**src/hw/rtl/tfpc_pkg.sv**
```systemverilog
package tfpc_pkg;

  // field widths
  localparam int unsigned ActionW   = 2;
  localparam int unsigned TempW     = 8;
  localparam int unsigned DutyW     = 7;
  localparam int unsigned ModeW     = 2;
  localparam int unsigned CfgIndexW = 2;
  localparam int unsigned CfgDataW  = 8;

  // default tick counter width
  localparam int unsigned TickCountBits = 8;

  // duty ramp: numerator is (t - ramp_start) * 100, one quotient bit per step
  localparam int unsigned NumW      = 15;
  localparam int unsigned DivCountW = 4;

  // item kinds
  localparam logic [ActionW-1:0] ACT_SAMPLE = 2'd0;
  localparam logic [ActionW-1:0] ACT_TICK   = 2'd1;
  localparam logic [ActionW-1:0] ACT_BUTTON = 2'd2;

  // modes
  localparam logic [ModeW-1:0] MODE_NORMAL    = 2'd0;
  localparam logic [ModeW-1:0] MODE_EMERGENCY = 2'd1;
  localparam logic [ModeW-1:0] MODE_ABNORMAL  = 2'd2;

  // register indexes
  localparam logic [CfgIndexW-1:0] REG_RAMP_START  = 2'd0;
  localparam logic [CfgIndexW-1:0] REG_RAMP_END    = 2'd1;
  localparam logic [CfgIndexW-1:0] REG_EMERG_THR   = 2'd2;
  localparam logic [CfgIndexW-1:0] REG_TICK_LIMIT  = 2'd3;

  // register reset values
  localparam logic [CfgDataW-1:0] RAMP_START_RST = 8'd20;
  localparam logic [CfgDataW-1:0] RAMP_END_RST   = 8'd40;
  localparam logic [CfgDataW-1:0] EMERG_THR_RST  = 8'd50;
  localparam logic [CfgDataW-1:0] TICK_LIMIT_RST = 8'd14;

  // status codes and full duty
  localparam logic [TempW-1:0] CODE_ABNORMAL = 8'hFE;
  localparam logic [TempW-1:0] CODE_SHUTDOWN = 8'hFF;
  localparam logic [DutyW-1:0] DUTY_FULL     = 7'd100;

  // controller to datapath
  typedef struct packed {
    logic accept;   // input transfer this cycle
    logic second;   // second result of a run is on the output
  } cmd_t;

  // datapath to controller
  typedef struct packed {
    logic need_div;  // accepted item needs the duty ramp division
    logic has_res;   // accepted item gives at least one result
    logic two_res;   // accepted item gives two results
    logic div_done;  // division finishes at this edge
  } stat_t;

endpackage

```
**src/hw/rtl/thermal_fan_protection_controller.sv**
```systemverilog
// Fan protection controller: temperature samples, timer ticks and button presses
// come in on the input channel (action_i, temperature_i); status results go out
// on the output channel with the motor command, mode and watchdog request.
// Registers are written through the cfg channel (index 0 ramp start, 1 ramp end,
// 2 emergency threshold, 3 tick limit); cfg_ready_o is always high.
// One item is worked at a time. A sample outside the duty ramp, or a button press
// in the shutdown window, shows its result the cycle after the transfer. A sample
// inside the duty ramp runs a restoring divider, one quotient bit a cycle.
// A sample that moves emergency to abnormal gives two results back to back.
// Ticks, unused action codes and button presses outside the window give no result.
// When the receiver stalls the result holds and no new item is taken.
// Reset returns all registers to their defaults, the mode to normal and the
// motor to stopped; the block comes out of reset ready to take an item.
module thermal_fan_protection_controller #(
  parameter int unsigned TICK_COUNT_BITS = tfpc_pkg::TickCountBits
) (
  input  logic                           clk_i,
  input  logic                           rst_ni,
  input  logic                           cfg_valid_i,
  output logic                           cfg_ready_o,
  input  logic [tfpc_pkg::CfgIndexW-1:0] cfg_index_i,
  input  logic [tfpc_pkg::CfgDataW-1:0]  cfg_data_i,
  input  logic                           in_valid_i,
  output logic                           in_ready_o,
  input  logic [tfpc_pkg::ActionW-1:0]   action_i,
  input  logic [tfpc_pkg::TempW-1:0]     temperature_i,
  output logic                           out_valid_o,
  input  logic                           out_ready_i,
  output logic [tfpc_pkg::TempW-1:0]     status_byte_o,
  output logic                           motor_on_o,
  output logic [tfpc_pkg::DutyW-1:0]     motor_duty_o,
  output logic [tfpc_pkg::ModeW-1:0]     mode_o,
  output logic                           watchdog_request_o,
  output logic                           last_of_run_o
);

  tfpc_pkg::cmd_t  cmd;
  tfpc_pkg::stat_t stat;

  assign cfg_ready_o = 1'b1;

  tfpc_ctrl u_ctrl (
    .clk_i         (clk_i),
    .rst_ni        (rst_ni),
    .in_valid_i    (in_valid_i),
    .in_ready_o    (in_ready_o),
    .out_valid_o   (out_valid_o),
    .out_ready_i   (out_ready_i),
    .last_of_run_o (last_of_run_o),
    .stat_i        (stat),
    .cmd_o         (cmd)
  );

  tfpc_dp #(
    .TICK_COUNT_BITS (TICK_COUNT_BITS)
  ) u_dp (
    .clk_i              (clk_i),
    .rst_ni             (rst_ni),
    .cfg_valid_i        (cfg_valid_i),
    .cfg_index_i        (cfg_index_i),
    .cfg_data_i         (cfg_data_i),
    .action_i           (action_i),
    .temperature_i      (temperature_i),
    .cmd_i              (cmd),
    .stat_o             (stat),
    .status_byte_o      (status_byte_o),
    .motor_on_o         (motor_on_o),
    .motor_duty_o       (motor_duty_o),
    .mode_o             (mode_o),
    .watchdog_request_o (watchdog_request_o)
  );

endmodule

```
**src/hw/rtl/tfpc_ctrl.sv**
```systemverilog
module tfpc_ctrl (
  input  logic             clk_i,
  input  logic             rst_ni,
  input  logic             in_valid_i,
  output logic             in_ready_o,
  output logic             out_valid_o,
  input  logic             out_ready_i,
  output logic             last_of_run_o,
  input  tfpc_pkg::stat_t  stat_i,
  output tfpc_pkg::cmd_t   cmd_o
);

  localparam logic [1:0] ST_IDLE = 2'd0;
  localparam logic [1:0] ST_DIV  = 2'd1;
  localparam logic [1:0] ST_OUT0 = 2'd2;
  localparam logic [1:0] ST_OUT1 = 2'd3;

  logic [1:0] state_q, state_d;
  logic       two_q, two_d;
  logic       in_xfer, out_xfer;

  assign in_ready_o  = (state_q == ST_IDLE);
  assign in_xfer     = in_valid_i && in_ready_o;
  assign out_valid_o = (state_q == ST_OUT0) || (state_q == ST_OUT1);
  assign out_xfer    = out_valid_o && out_ready_i;

  assign last_of_run_o = (state_q == ST_OUT1) || !two_q;
  assign cmd_o.accept  = in_xfer;
  assign cmd_o.second  = (state_q == ST_OUT1);

  // next state
  always_comb begin
    state_d = state_q;
    two_d   = two_q;
    unique case (state_q)
      ST_IDLE: begin
        if (in_xfer) begin
          two_d = stat_i.two_res;
          if (stat_i.need_div) begin
            state_d = ST_DIV;
          end else if (stat_i.has_res) begin
            state_d = ST_OUT0;
          end
        end
      end
      ST_DIV: begin
        if (stat_i.div_done) begin
          state_d = ST_OUT0;
        end
      end
      ST_OUT0: begin
        if (out_xfer) begin
          state_d = two_q ? ST_OUT1 : ST_IDLE;
        end
      end
      ST_OUT1: begin
        if (out_xfer) begin
          state_d = ST_IDLE;
        end
      end
      default: state_d = ST_IDLE;
    endcase
  end

  always_ff @(posedge clk_i or negedge rst_ni) begin
    if (!rst_ni) begin
      state_q <= ST_IDLE;
      two_q   <= 1'b0;
    end else begin
      state_q <= state_d;
      two_q   <= two_d;
    end
  end

endmodule

```
**src/hw/rtl/tfpc_dp.sv**
```systemverilog
module tfpc_dp #(
  parameter int unsigned TICK_COUNT_BITS = tfpc_pkg::TickCountBits
) (
  input  logic                               clk_i,
  input  logic                               rst_ni,
  input  logic                               cfg_valid_i,
  input  logic [tfpc_pkg::CfgIndexW-1:0]     cfg_index_i,
  input  logic [tfpc_pkg::CfgDataW-1:0]      cfg_data_i,
  input  logic [tfpc_pkg::ActionW-1:0]       action_i,
  input  logic [tfpc_pkg::TempW-1:0]         temperature_i,
  input  tfpc_pkg::cmd_t                     cmd_i,
  output tfpc_pkg::stat_t                    stat_o,
  output logic [tfpc_pkg::TempW-1:0]         status_byte_o,
  output logic                               motor_on_o,
  output logic [tfpc_pkg::DutyW-1:0]         motor_duty_o,
  output logic [tfpc_pkg::ModeW-1:0]         mode_o,
  output logic                               watchdog_request_o
);

  localparam int unsigned CmpW = (TICK_COUNT_BITS > tfpc_pkg::CfgDataW) ?
                                 TICK_COUNT_BITS : tfpc_pkg::CfgDataW;
  localparam logic [TICK_COUNT_BITS-1:0] TickMax = {TICK_COUNT_BITS{1'b1}};
  localparam logic [tfpc_pkg::DivCountW-1:0] DivSteps =
    tfpc_pkg::DivCountW'(tfpc_pkg::NumW);

  // configuration registers
  logic [tfpc_pkg::CfgDataW-1:0] ramp_start_q, ramp_end_q, emerg_thr_q, tick_limit_q;

  // block state
  logic [tfpc_pkg::ModeW-1:0]  mode_q, mode_d;
  logic [TICK_COUNT_BITS-1:0]  ticks_q, ticks_d;
  logic [tfpc_pkg::TempW-1:0]  last_temp_q, last_temp_d;
  logic                        motor_on_q, motor_on_d;
  logic [tfpc_pkg::DutyW-1:0]  duty_q, duty_d;
  logic                        wd_q, wd_d;
  logic [tfpc_pkg::TempW-1:0]  code_q, code_d;

  // divider
  logic                           busy_q;
  logic [tfpc_pkg::DivCountW-1:0] cnt_q;
  logic [tfpc_pkg::NumW-1:0]      num_q, num_step;
  logic [tfpc_pkg::TempW-1:0]     den_q, rem_q, rem_step;
  logic [tfpc_pkg::TempW:0]       rem_sh;
  logic                           qbit;
  logic [tfpc_pkg::TempW-1:0]     t_diff;
  logic [tfpc_pkg::NumW-1:0]      num_init;

  logic need_div, has_res, two_res, div_done;
  logic [CmpW-1:0] ticks_ext, limit_ext;

  // config writes
  always_ff @(posedge clk_i or negedge rst_ni) begin
    if (!rst_ni) begin
      ramp_start_q <= tfpc_pkg::RAMP_START_RST;
      ramp_end_q   <= tfpc_pkg::RAMP_END_RST;
      emerg_thr_q  <= tfpc_pkg::EMERG_THR_RST;
      tick_limit_q <= tfpc_pkg::TICK_LIMIT_RST;
    end else if (cfg_valid_i) begin
      unique case (cfg_index_i)
        tfpc_pkg::REG_RAMP_START: ramp_start_q <= cfg_data_i;
        tfpc_pkg::REG_RAMP_END:   ramp_end_q   <= cfg_data_i;
        tfpc_pkg::REG_EMERG_THR:  emerg_thr_q  <= cfg_data_i;
        tfpc_pkg::REG_TICK_LIMIT: tick_limit_q <= cfg_data_i;
        default: ;
      endcase
    end
  end

  assign ticks_ext = CmpW'(ticks_q);
  assign limit_ext = CmpW'(tick_limit_q);

  // ramp numerator, valid only inside the ramp where t > ramp_start
  assign t_diff   = temperature_i - ramp_start_q;
  assign num_init = tfpc_pkg::NumW'(t_diff) * tfpc_pkg::NumW'(tfpc_pkg::DUTY_FULL);

  // one restoring division step
  assign rem_sh   = {rem_q, num_q[tfpc_pkg::NumW-1]};
  assign qbit     = (rem_sh >= {1'b0, den_q});
  assign rem_step = qbit ? tfpc_pkg::TempW'(rem_sh - {1'b0, den_q})
                         : tfpc_pkg::TempW'(rem_sh);
  assign num_step = {num_q[tfpc_pkg::NumW-2:0], qbit};
  assign div_done = busy_q && (cnt_q == tfpc_pkg::DivCountW'(1));

  // step decision on the accepted item
  always_comb begin
    mode_d      = mode_q;
    ticks_d     = ticks_q;
    last_temp_d = last_temp_q;
    motor_on_d  = motor_on_q;
    duty_d      = duty_q;
    wd_d        = wd_q;
    code_d      = code_q;
    need_div    = 1'b0;
    has_res     = 1'b0;
    two_res     = 1'b0;
    case (action_i)
      tfpc_pkg::ACT_SAMPLE: begin
        last_temp_d = temperature_i;
        code_d      = temperature_i;
        has_res     = 1'b1;
        case (mode_q)
          tfpc_pkg::MODE_NORMAL: begin
            if (temperature_i <= ramp_start_q) begin
              motor_on_d = 1'b0;
              duty_d     = '0;
            end else if (temperature_i < ramp_end_q) begin
              motor_on_d = 1'b1;
              need_div   = 1'b1;
            end else if (temperature_i <= emerg_thr_q) begin
              motor_on_d = 1'b1;
              duty_d     = tfpc_pkg::DUTY_FULL;
            end else begin
              mode_d = tfpc_pkg::MODE_EMERGENCY;
            end
          end
          tfpc_pkg::MODE_EMERGENCY: begin
            if (ticks_ext >= limit_ext) begin
              mode_d  = tfpc_pkg::MODE_ABNORMAL;
              two_res = 1'b1;
            end else begin
              if (temperature_i < emerg_thr_q) begin
                mode_d = tfpc_pkg::MODE_NORMAL;
              end
              motor_on_d = 1'b1;
              duty_d     = tfpc_pkg::DUTY_FULL;
            end
          end
          default: begin
            ticks_d    = '0;
            motor_on_d = 1'b1;
            duty_d     = tfpc_pkg::DUTY_FULL;
            wd_d       = 1'b1;
          end
        endcase
      end
      tfpc_pkg::ACT_TICK: begin
        if (mode_q == tfpc_pkg::MODE_EMERGENCY) begin
          if (ticks_q != TickMax) begin
            ticks_d = ticks_q + TICK_COUNT_BITS'(1);
          end
        end else begin
          ticks_d = '0;
        end
      end
      tfpc_pkg::ACT_BUTTON: begin
        code_d = tfpc_pkg::CODE_SHUTDOWN;
        if (last_temp_q >= ramp_end_q && last_temp_q <= emerg_thr_q) begin
          has_res = 1'b1;
        end
      end
      default: ;
    endcase
  end

  // state update
  always_ff @(posedge clk_i or negedge rst_ni) begin
    if (!rst_ni) begin
      mode_q      <= tfpc_pkg::MODE_NORMAL;
      ticks_q     <= '0;
      last_temp_q <= '0;
      motor_on_q  <= 1'b0;
      duty_q      <= '0;
      wd_q        <= 1'b0;
      busy_q      <= 1'b0;
      cnt_q       <= '0;
    end else if (cmd_i.accept) begin
      mode_q      <= mode_d;
      ticks_q     <= ticks_d;
      last_temp_q <= last_temp_d;
      motor_on_q  <= motor_on_d;
      duty_q      <= duty_d;
      wd_q        <= wd_d;
      if (need_div) begin
        busy_q <= 1'b1;
        cnt_q  <= DivSteps;
      end
    end else if (busy_q) begin
      cnt_q <= cnt_q - tfpc_pkg::DivCountW'(1);
      if (div_done) begin
        busy_q <= 1'b0;
        duty_q <= tfpc_pkg::DutyW'(num_step);
      end
    end
  end

  // divider payload and result code
  always_ff @(posedge clk_i) begin
    if (cmd_i.accept) begin
      code_q <= code_d;
      num_q  <= num_init;
      den_q  <= ramp_end_q - ramp_start_q;
      rem_q  <= '0;
    end else if (busy_q) begin
      num_q <= num_step;
      rem_q <= rem_step;
    end
  end

  assign stat_o.need_div = need_div;
  assign stat_o.has_res  = has_res;
  assign stat_o.two_res  = two_res;
  assign stat_o.div_done = div_done;

  assign status_byte_o      = cmd_i.second ? tfpc_pkg::CODE_ABNORMAL : code_q;
  assign motor_on_o         = motor_on_q;
  assign motor_duty_o       = duty_q;
  assign mode_o             = mode_q;
  assign watchdog_request_o = wd_q;

endmodule

```
**config.mk**
```make
export PLATFORM = sky130hd
export DESIGN_NAME = thermal_fan_protection_controller
export DESIGN_NICKNAME = d
export VERILOG_FILES = /design/src/hw/rtl/tfpc_pkg.sv /design/src/hw/rtl/thermal_fan_protection_controller.sv /design/src/hw/rtl/tfpc_ctrl.sv /design/src/hw/rtl/tfpc_dp.sv
export SDC_FILE = /design/constraint.sdc
export NUM_CORES = 1
export LEC_CHECK = 0
export ABC_CLOCK_PERIOD_IN_PS = 7500
export BUFFER_PORTS_ARGS = -buffer_cell sky130_fd_sc_hd__buf_2
export CORE_ASPECT_RATIO = 1.1
export CORE_UTILIZATION = 60
export CTS_CLUSTER_SIZE = 16
export DETAILED_ROUTE_END_ITERATION = 16
export HOLD_SLACK_MARGIN = 0.08
export PLACE_DENSITY = 0.79
export SLEW_MARGIN = 10
export SYNTH_ARGS = -nofsm -noshare
export SYNTH_HDL_FRONTEND = slang
export SYNTH_HIERARCHICAL = 1
export SYNTH_SLANG_ARGS = --single-unit
```
**constraint.sdc**
```tcl
create_clock -name clk_i -period 7.5 [get_ports clk_i]
set_input_delay 1.5 -clock clk_i [delete_from_list [all_inputs] [get_ports clk_i]]
set_output_delay 1.5 -clock clk_i [all_outputs]
set_load 0.05 [all_outputs]
```
==> results of run 1 <==
## cell usage after synthesis (all sizes together) (10+ instances only)
| cell | instances | area share [%] |
|---|---|---|
| dfstp | 10 | 3.7 |
| o21ai | 43 | 3.1 |
| mux2 | 31 | 5.0 |
| ha | 93 | 16 |
| nor2b | 16 | 1.5 |
| inv | 67 | 3.5 |
| nor2 | 41 | 2.2 |
| a22o | 16 | 2.0 |
| a21oi | 30 | 2.1 |
| dfrtp | 57 | 20 |
| buf | 12 | 1.1 |
| nand2 | 54 | 2.8 |
| or2 | 13 | 1.1 |
| nor3 | 17 | 1.2 |
| edfxtp | 29 | 12 |
| xnor2 | 18 | 2.2 |
| nand2b | 20 | 1.8 |
| dfxtp | 10 | 2.8 |
## flip-flops by register name, indices dropped and copies added, names as in the netlist, 2 cells and up
register / count
u_dp/num_q: 15
u_dp/code_q: 8
u_dp/den_q: 8
u_dp/emerg_thr_q: 8
u_dp/last_temp_q: 8
u_dp/limit_ext: 8
u_dp/ramp_end_q: 8
u_dp/ramp_start_q: 8
u_dp/rem_q: 8
u_dp/ticks_ext: 8
u_dp/motor_duty_o: 7
u_dp/cnt_q: 4
u_ctrl/state_q: 2
u_dp/mode_o: 2
## cell families after synthesis
family / Yosys count / synth area share, %
AOI/OAI and AO/OA: 153 / 15.0
and+or+nand+nor: 202 / 14.3
xor gates and xnor gates: 26 / 3.20
adders and majority gates: 99 / 18.0
DFF: 106 / 38.8
other: 1 / 0.0527
muxes: 35 / 5.52
buffers and inverters: 88 / 5.12
## final timing paths
| check | startpoint | to | cells after the start |
|---|---|---|---|
| worst max-delay path | temperature_i[0] | u_dp/num_q[14] | 20 |
| worst min-delay path | u_dp/watchdog_request_o | u_dp/watchdog_request_o | 1 |
| worst max register to register | u_dp/ramp_start_q[2] | u_dp/num_q[14] | 15 |
| worst min register to register | u_dp/watchdog_request_o | u_dp/watchdog_request_o | 1 |
| max in group asynchronous | rst_ni | u_dp/last_temp_q[0] | 2 |
| min in group asynchronous | rst_ni | u_dp/ticks_ext[3] | 2 |
## critical path, delay by kind of cell
family                     cells  cell delay [ns]
AOI/OAI and AO/OA              4             0.68
xor gates and xnor gates       2             0.44
adders and majority gates      6             1.75
buffers and inverters          3             0.27
and+or+nand+nor                5             0.62
## power by group through the flow
stage               combinational (mW)  sequential [mW]  clock, mW
floorplan                         1.39            0.958          0
global placement                  1.68            0.954          0
detailed placement                1.76            0.960          0
CTS                               1.78            0.953      0.476
global route                      2.00            0.977      0.498
finish                            1.80            0.954      0.465
## routing by layer
layer	wire length, um	track usage [%]	vias to the layer above
met1	6420	31.1	2595
li1	-	-	2589
met2	7860	47.4	125
met4	712	15.9	0
met3	521	3.46	45
met5	0	0	-
## layout make-up
type / count / share of cell area [%]
clock buffers: 9 / 2.91
clock inverters: 7 / 0.873
inverters: 67 / 3.25
multi-input cells: 516 / 51.6
flip-flops and latches: 106 / 35.7
well taps: 150 / 2.43
repair buffers: 49 / 3.27
## per-stage QoR
stage,setup WS [ns],area [um2]
floorplan,2.47,7120
global placement,2.18,7440
detailed placement,1.99,7440
CTS,2.37,7740
global route,2.11,7740
finish,2.33,7740
==> impl_metrics.tcl, run 1 <==
set metrics [dict create \
    status "finished clean" \
    final_common_cell "ha_1" \
    p_switching_mw 1.36 \
    critPathMaxStageDelay_ns 0.40 \
    cts.reportedPaths.clkPinSlew_ns 0.07 \
    tns_ns 0 \
    grt_pass1_wl_mm 25.4 \
    seqCellArea_mm2 0.00276 \
    r2r_slack_ns 3.17 \
    grt_max_degree 68 \
    p_seq_share_pct 29.7 \
    synth_ff_type "dfrtp_1" \
    drv_slew 0 \
    viasPerCell 5.92 \
    period_share_pct 68.9 \
    drv_cap 0 \
    hold_violations 0 \
    synth_edf_count 29 \
    power.density_mw_per_mm2 416 \
    area.growth.synth_to_final_pct 8.74 \
    rsz0062_at_grt "false" \
    synth_nets 834 \
    finish.utilization_pct 67.3 \
    antenna_found_initial 0 \
    finalHoldWorstSlack_ns 0.460 \
    post-cts-setup-buffers 0 \
    yosysWarningCount 6 \
    holdCritPathClass "flop to flop" \
    synth.distinct_cells 70 \
    period_needed_ns 5.17 \
    die_area_mm2 0.0123 \
    clk_latency_ns 0.35 \
    worstMarginPinSlew_ns 0.855 \
    grt_pass1_vias 5221 \
    fmax_mhz 194 \
    multi_input_area_mm2 0.00399 \
    cts-root-buf "clkbuf_16" \
    first_iter_violations 258 \
    cts_hold_buf 0 \
    async_flop_share_pct 63.2 \
    drc_errors 0 \
    wl_mm 15.5 \
    cellLeakagePower_nw 3.66 \
    path_cells "buf_2 -> inv_1 -> ha_1 -> inv_1 -> fa_1 -> nand3_1 -> and2_1 -> nor2b_1 -> o21ai_0 -> nand2b_1 -> xor2_1 -> ha_1 -> ha_1 -> ha_1 -> ha_1 -> nor3_1 -> o21ai_0 -> a31oi_1 -> xnor2_1 -> a22o_1" \
    ant_nets 0 \
    fin_nets 873 \
    worst_setup_path_start_kind "primary input" \
    clockBufferDepth 2 \
    wl_per_cell_um 17.2 \
    sw_frac_of_total_pct 42.4 \
    synth_area_per_cell_um2 10.0 \
    intPower_mw 1.85 \
    io_buffers 46 \
    syn_inst 710 \
    cts_buffers 9 \
    power_mw 3.22 \
    endpoint_kind "flop" \
    path_common_cell "ha_1" \
    slew_headroom_pct 42.8 \
    finalSetupViolCount 0 \
    die_h_um 116 \
    dp.cells 888 \
    core_mm2 0.0115 \
    first_pass_iters 5 \
    grt-ovfl-total 0 \
    cp_max_fo 6 \
    ioPinCount 48 \
    drive_gt1_share_pct 16.8 \
    cts_tree "done" \
    finalNonFillerCells 904 \
    gp_congestion 0.965 \
    vdd_ir_drop_max_mv 0.201 \
    worstSetupPathType "primary input to flop" \
    final_cell_mix "ha_1, inv_1, dfrtp_1" \
    fin_worst_skew_ns 0.00791 \
    fp.dieW_um 106 \
    hpwl_mm 12.0 \
    grt_usage_pct 26.7 \
    cts_resized 0 \
    cpMaxStageDelayCell "fa_1" \
    num-fill-cells 903 \
    clkPwrFrac_pct 14.5 \
    syn_area_mm2 0.00712 \
    pwr-share-comb_pct 55.9 \
    cp.arrival_ns 5.27 \
    required_ns 7.60 \
    diodes 0 \
    vias 5354 \
    yosys_register_bits 106 \
    seq_area_frac_synth_pct 38.8 \
    h-tree-depth 3 \
    cts_sinks 106 \
    rows 41 \
    start_util_pct 61.9 \
]
Note: power is estimated with default switching activity, not from simulation.
==> run 2, diff against run 1 <==
--- a/config.mk
+++ b/config.mk
@@ -5,7 +5,8 @@
 export SDC_FILE = /design/constraint.sdc
 export NUM_CORES = 1
 export LEC_CHECK = 0
-export ABC_CLOCK_PERIOD_IN_PS = 7500
+export ABC_AREA = 1
+export ABC_CLOCK_PERIOD_IN_PS = 4900
 export BUFFER_PORTS_ARGS = -buffer_cell sky130_fd_sc_hd__buf_2
 export CORE_ASPECT_RATIO = 1.1
 export CORE_UTILIZATION = 60
==> constraint.sdc (replaced) <==
create_clock -name clk_i -period 4.9 [get_ports clk_i]
set_input_delay 0.98 -clock clk_i [delete_from_list [all_inputs] [get_ports clk_i]]
set_output_delay 0.98 -clock clk_i [all_outputs]
set_load 0.05 [all_outputs]
==> impl_metrics.tcl, run 2 <==
set metrics [dict create \
    status "finished clean" \
    die_area_mm2 0.0125 \
    h-tree-depth 3 \
    grt_max_degree 40 \
    hold_violations 0 \
    holdCritPathClass "flop to flop" \
    cts-root-buf "clkbuf_16" \
    grt_pass1_wl_mm 25.2 \
    period_needed_ns 4.42 \
    yosys_register_bits 106 \
    grt-ovfl-total 0 \
    cp-startpoint "temperature_i[0]" \
    cts_hold_buf 0 \
    period_share_pct 90.3 \
    diodes 0 \
    tns_ns 0 \
    grt_pass1_vias 5466 \
    synth.distinct_cells 46 \
    slew_headroom_pct 39.8 \
    worst-path-stages 22 \
    cts_buffers 9 \
    path_common_cell "nand2_1" \
    post-cts-setup-buffers 0 \
    synth_area_per_cell_um2 8.10 \
    worstSetupPathType "primary input to flop" \
    viasPerCell 5.29 \
    yosysWarningCount 6 \
    rows 41 \
    synth_ff_type "dfrtp_1" \
    worst_setup_path_start_kind "primary input" \
    drc_errors 0 \
    finalSetupViolCount 0 \
    cts_tree "done" \
    wl_mm 15.1 \
    fmax_mhz 226 \
    grt_usage_pct 25.8 \
    reg2reg_depth 19 \
    synth_commonest_cells "nand2_1, inv_1, ha_1" \
    syn_inst 897 \
    cts_resized 0 \
    wl_per_cell_um 13.8 \
    post-synth-top-count-cell "nand2_1" \
    clk_latency_ns 0.36 \
    first_iter_violations 400 \
    hpwl_mm 11.7 \
    final_cell_mix "nand2_1, inv_1, ha_1" \
    syn_area_mm2 0.00726 \
    area.growth.synth_to_final_pct 8.55 \
    cellLeakagePower_nw 4.07 \
    min-delay-start "u_dp/motor_duty_o[2]" \
    antenna_found_initial 0 \
    vias 5789 \
    fin_nets 1063 \
    rsz0062_at_grt "false" \
    worst-path-buf-inv 5 \
    io_buffers 46 \
    endpoint_kind "flop" \
    synth.area.top_cells "dfrtp_1, ha_1, edfxtp_1" \
    clockBufferDepth 2 \
    cts_sinks 106 \
    drive_gt1_share_pct 10.7 \
    cp_top_family "adder cells" \
    largest-register "u_dp/num_q" \
    yosys.area.top_type "dfrtp_1" \
    fin_worst_skew_ns 0.0105 \
    start_util_pct 62.4 \
    synth_nets 1021 \
    async_flop_share_pct 63.2 \
    place_ws_ns 0.102 \
    vdd_ir_drop_max_mv 0.352 \
    fp.dieW_um 107 \
    cp_max_fo 4 \
    drv_cap 0 \
    synth_edf_count 29 \
    required_ns 5.02 \
    whs_path_depth 2 \
    seq_area_frac_synth_pct 38.0 \
    power.density_mw_per_mm2 497 \
    ant_nets 0 \
    place_area_mm2 0.00760 \
    gp_congestion 0.856 \
    largest_reg_flops 15 \
    path_cells "buf_2 -> inv_1 -> ha_1 -> inv_1 -> fa_1 -> nand2_1 -> nand2_2 -> xor2_1 -> ha_1 -> ha_1 -> inv_1 -> fa_1 -> inv_1 -> ha_1 -> a21oi_1 -> nand2_1 -> nand2_1 -> nand2_1 -> nand2_1 -> nand2_1 -> o21ai_0 -> nand2_1" \
    cp.arrival_ns 4.54 \
    cpMaxStageDelayCell "fa_1" \
    cts.reportedPaths.clkPinSlew_ns 0.07 \
    critPathMaxStageDelay_ns 0.52 \
    design_area_mm2 0.00788 \
    ioPinCount 48 \
    synth_top_area_share_pct 19.6 \
    r2r_start "u_dp/ramp_start_q[2]" \
    worstMarginPinSlew_ns 0.904 \
    fin_ws_ns 0.476 \
    first_pass_iters 5 \
    core_mm2 0.0116 \
    drv_slew 0 \
    final_common_cell "nand2_1" \
    die_h_um 117 \
]
## run 2: cell count changes after synthesis, sizes merged, moves of 16 or more
cell,before,now
nand2b,20,0
nand3,8,42
mux2,31,0
o21ai,43,75
a21oi,30,50
nor2b,16,0
nand2,54,236
inv,67,142
## run 2: worst paths after layout
| path | slack (ns) | to |
|---|---|---|
| max in group asynchronous | 3.19 | u_dp/ramp_start_q[4] |
| worst min-delay path | 0.47 | u_dp/motor_duty_o[2] |
| min in group asynchronous | 0.75 | u_dp/motor_duty_o[0] |
| worst max-delay path | 0.48 | u_dp/num_q[12] |
| worst min register to register | 0.47 | u_dp/motor_duty_o[2] |
| worst max register to register | 0.87 | u_dp/num_q[12] |
## run 2: report_power, final
| part | internal (mW) | switching, mW | total, mW | leakage [nW] |
|---|---|---|---|---|
| Combinational | 0.736 | 1.24 | 1.98 | 2.76 |
| Clock | 0.347 | 0.340 | 0.687 | 0.130 |
| Sequential | 1.15 | 0.102 | 1.25 | 1.18 |
## run 2: metrics by stage
stage                     power, mW  hold slack (ns)  instances  util [%]
after floorplan                2.79            0.445        897         -
after global placement         3.16            0.451       1078      65.3
after detailed placement       3.21            0.455       1078      65.3
after CTS                      3.92            0.472       1094      67.7
after global routing           4.28            0.491       1094      67.7
final                          3.91            0.467       1094      67.7
## run 2: final cells by class
type	instances	area, um2
Multi-Input combinational cell	631	3870
Sequential cell	106	2760
Tap cell	150	188
Timing Repair Buffer	49	253
Clock buffer	9	225
Inverter	142	533
Fill cell	998	3760
Clock inverter	7	53.8
## run 2: layer usage
metal	wire length [um]	part of all wire, %	vias to the layer above	global-route usage [%]
li1	-	-	2998	-
met1	6850	46	2649	32.5
met2	7220	48	114	43.3
met3	517	3.4	28	3.78
met4	467	3.1	0	11.7
met5	0	0	-	0
## run 2: worst reg2reg max path, cell delays in order (launching register included)
cell	delay, ns
dfstp_2	0.53
inv_1	0.07
ha_1	0.36
a21oi_1	0.23
nand2_1	0.15
xor2_1	0.25
ha_1	0.28
ha_1	0.28
inv_1	0.05
fa_1	0.52
inv_1	0.04
ha_1	0.34
a21oi_1	0.14
nand2_1	0.10
nand2_1	0.09
nand2_1	0.05
nand2_1	0.05
nand2_1	0.06
o21ai_0	0.14
nand2_1	0.06
## run 2: logic make-up after synthesis
logic type,synth area share (%)
AOI/OAI and AO/OA,11.3
xor gates and xnor gates,3.02
adders and majority gates,17.7
buffers and inverters,8.70
DFF,38.0
other,0.0516
and+or+nand+nor,21.3
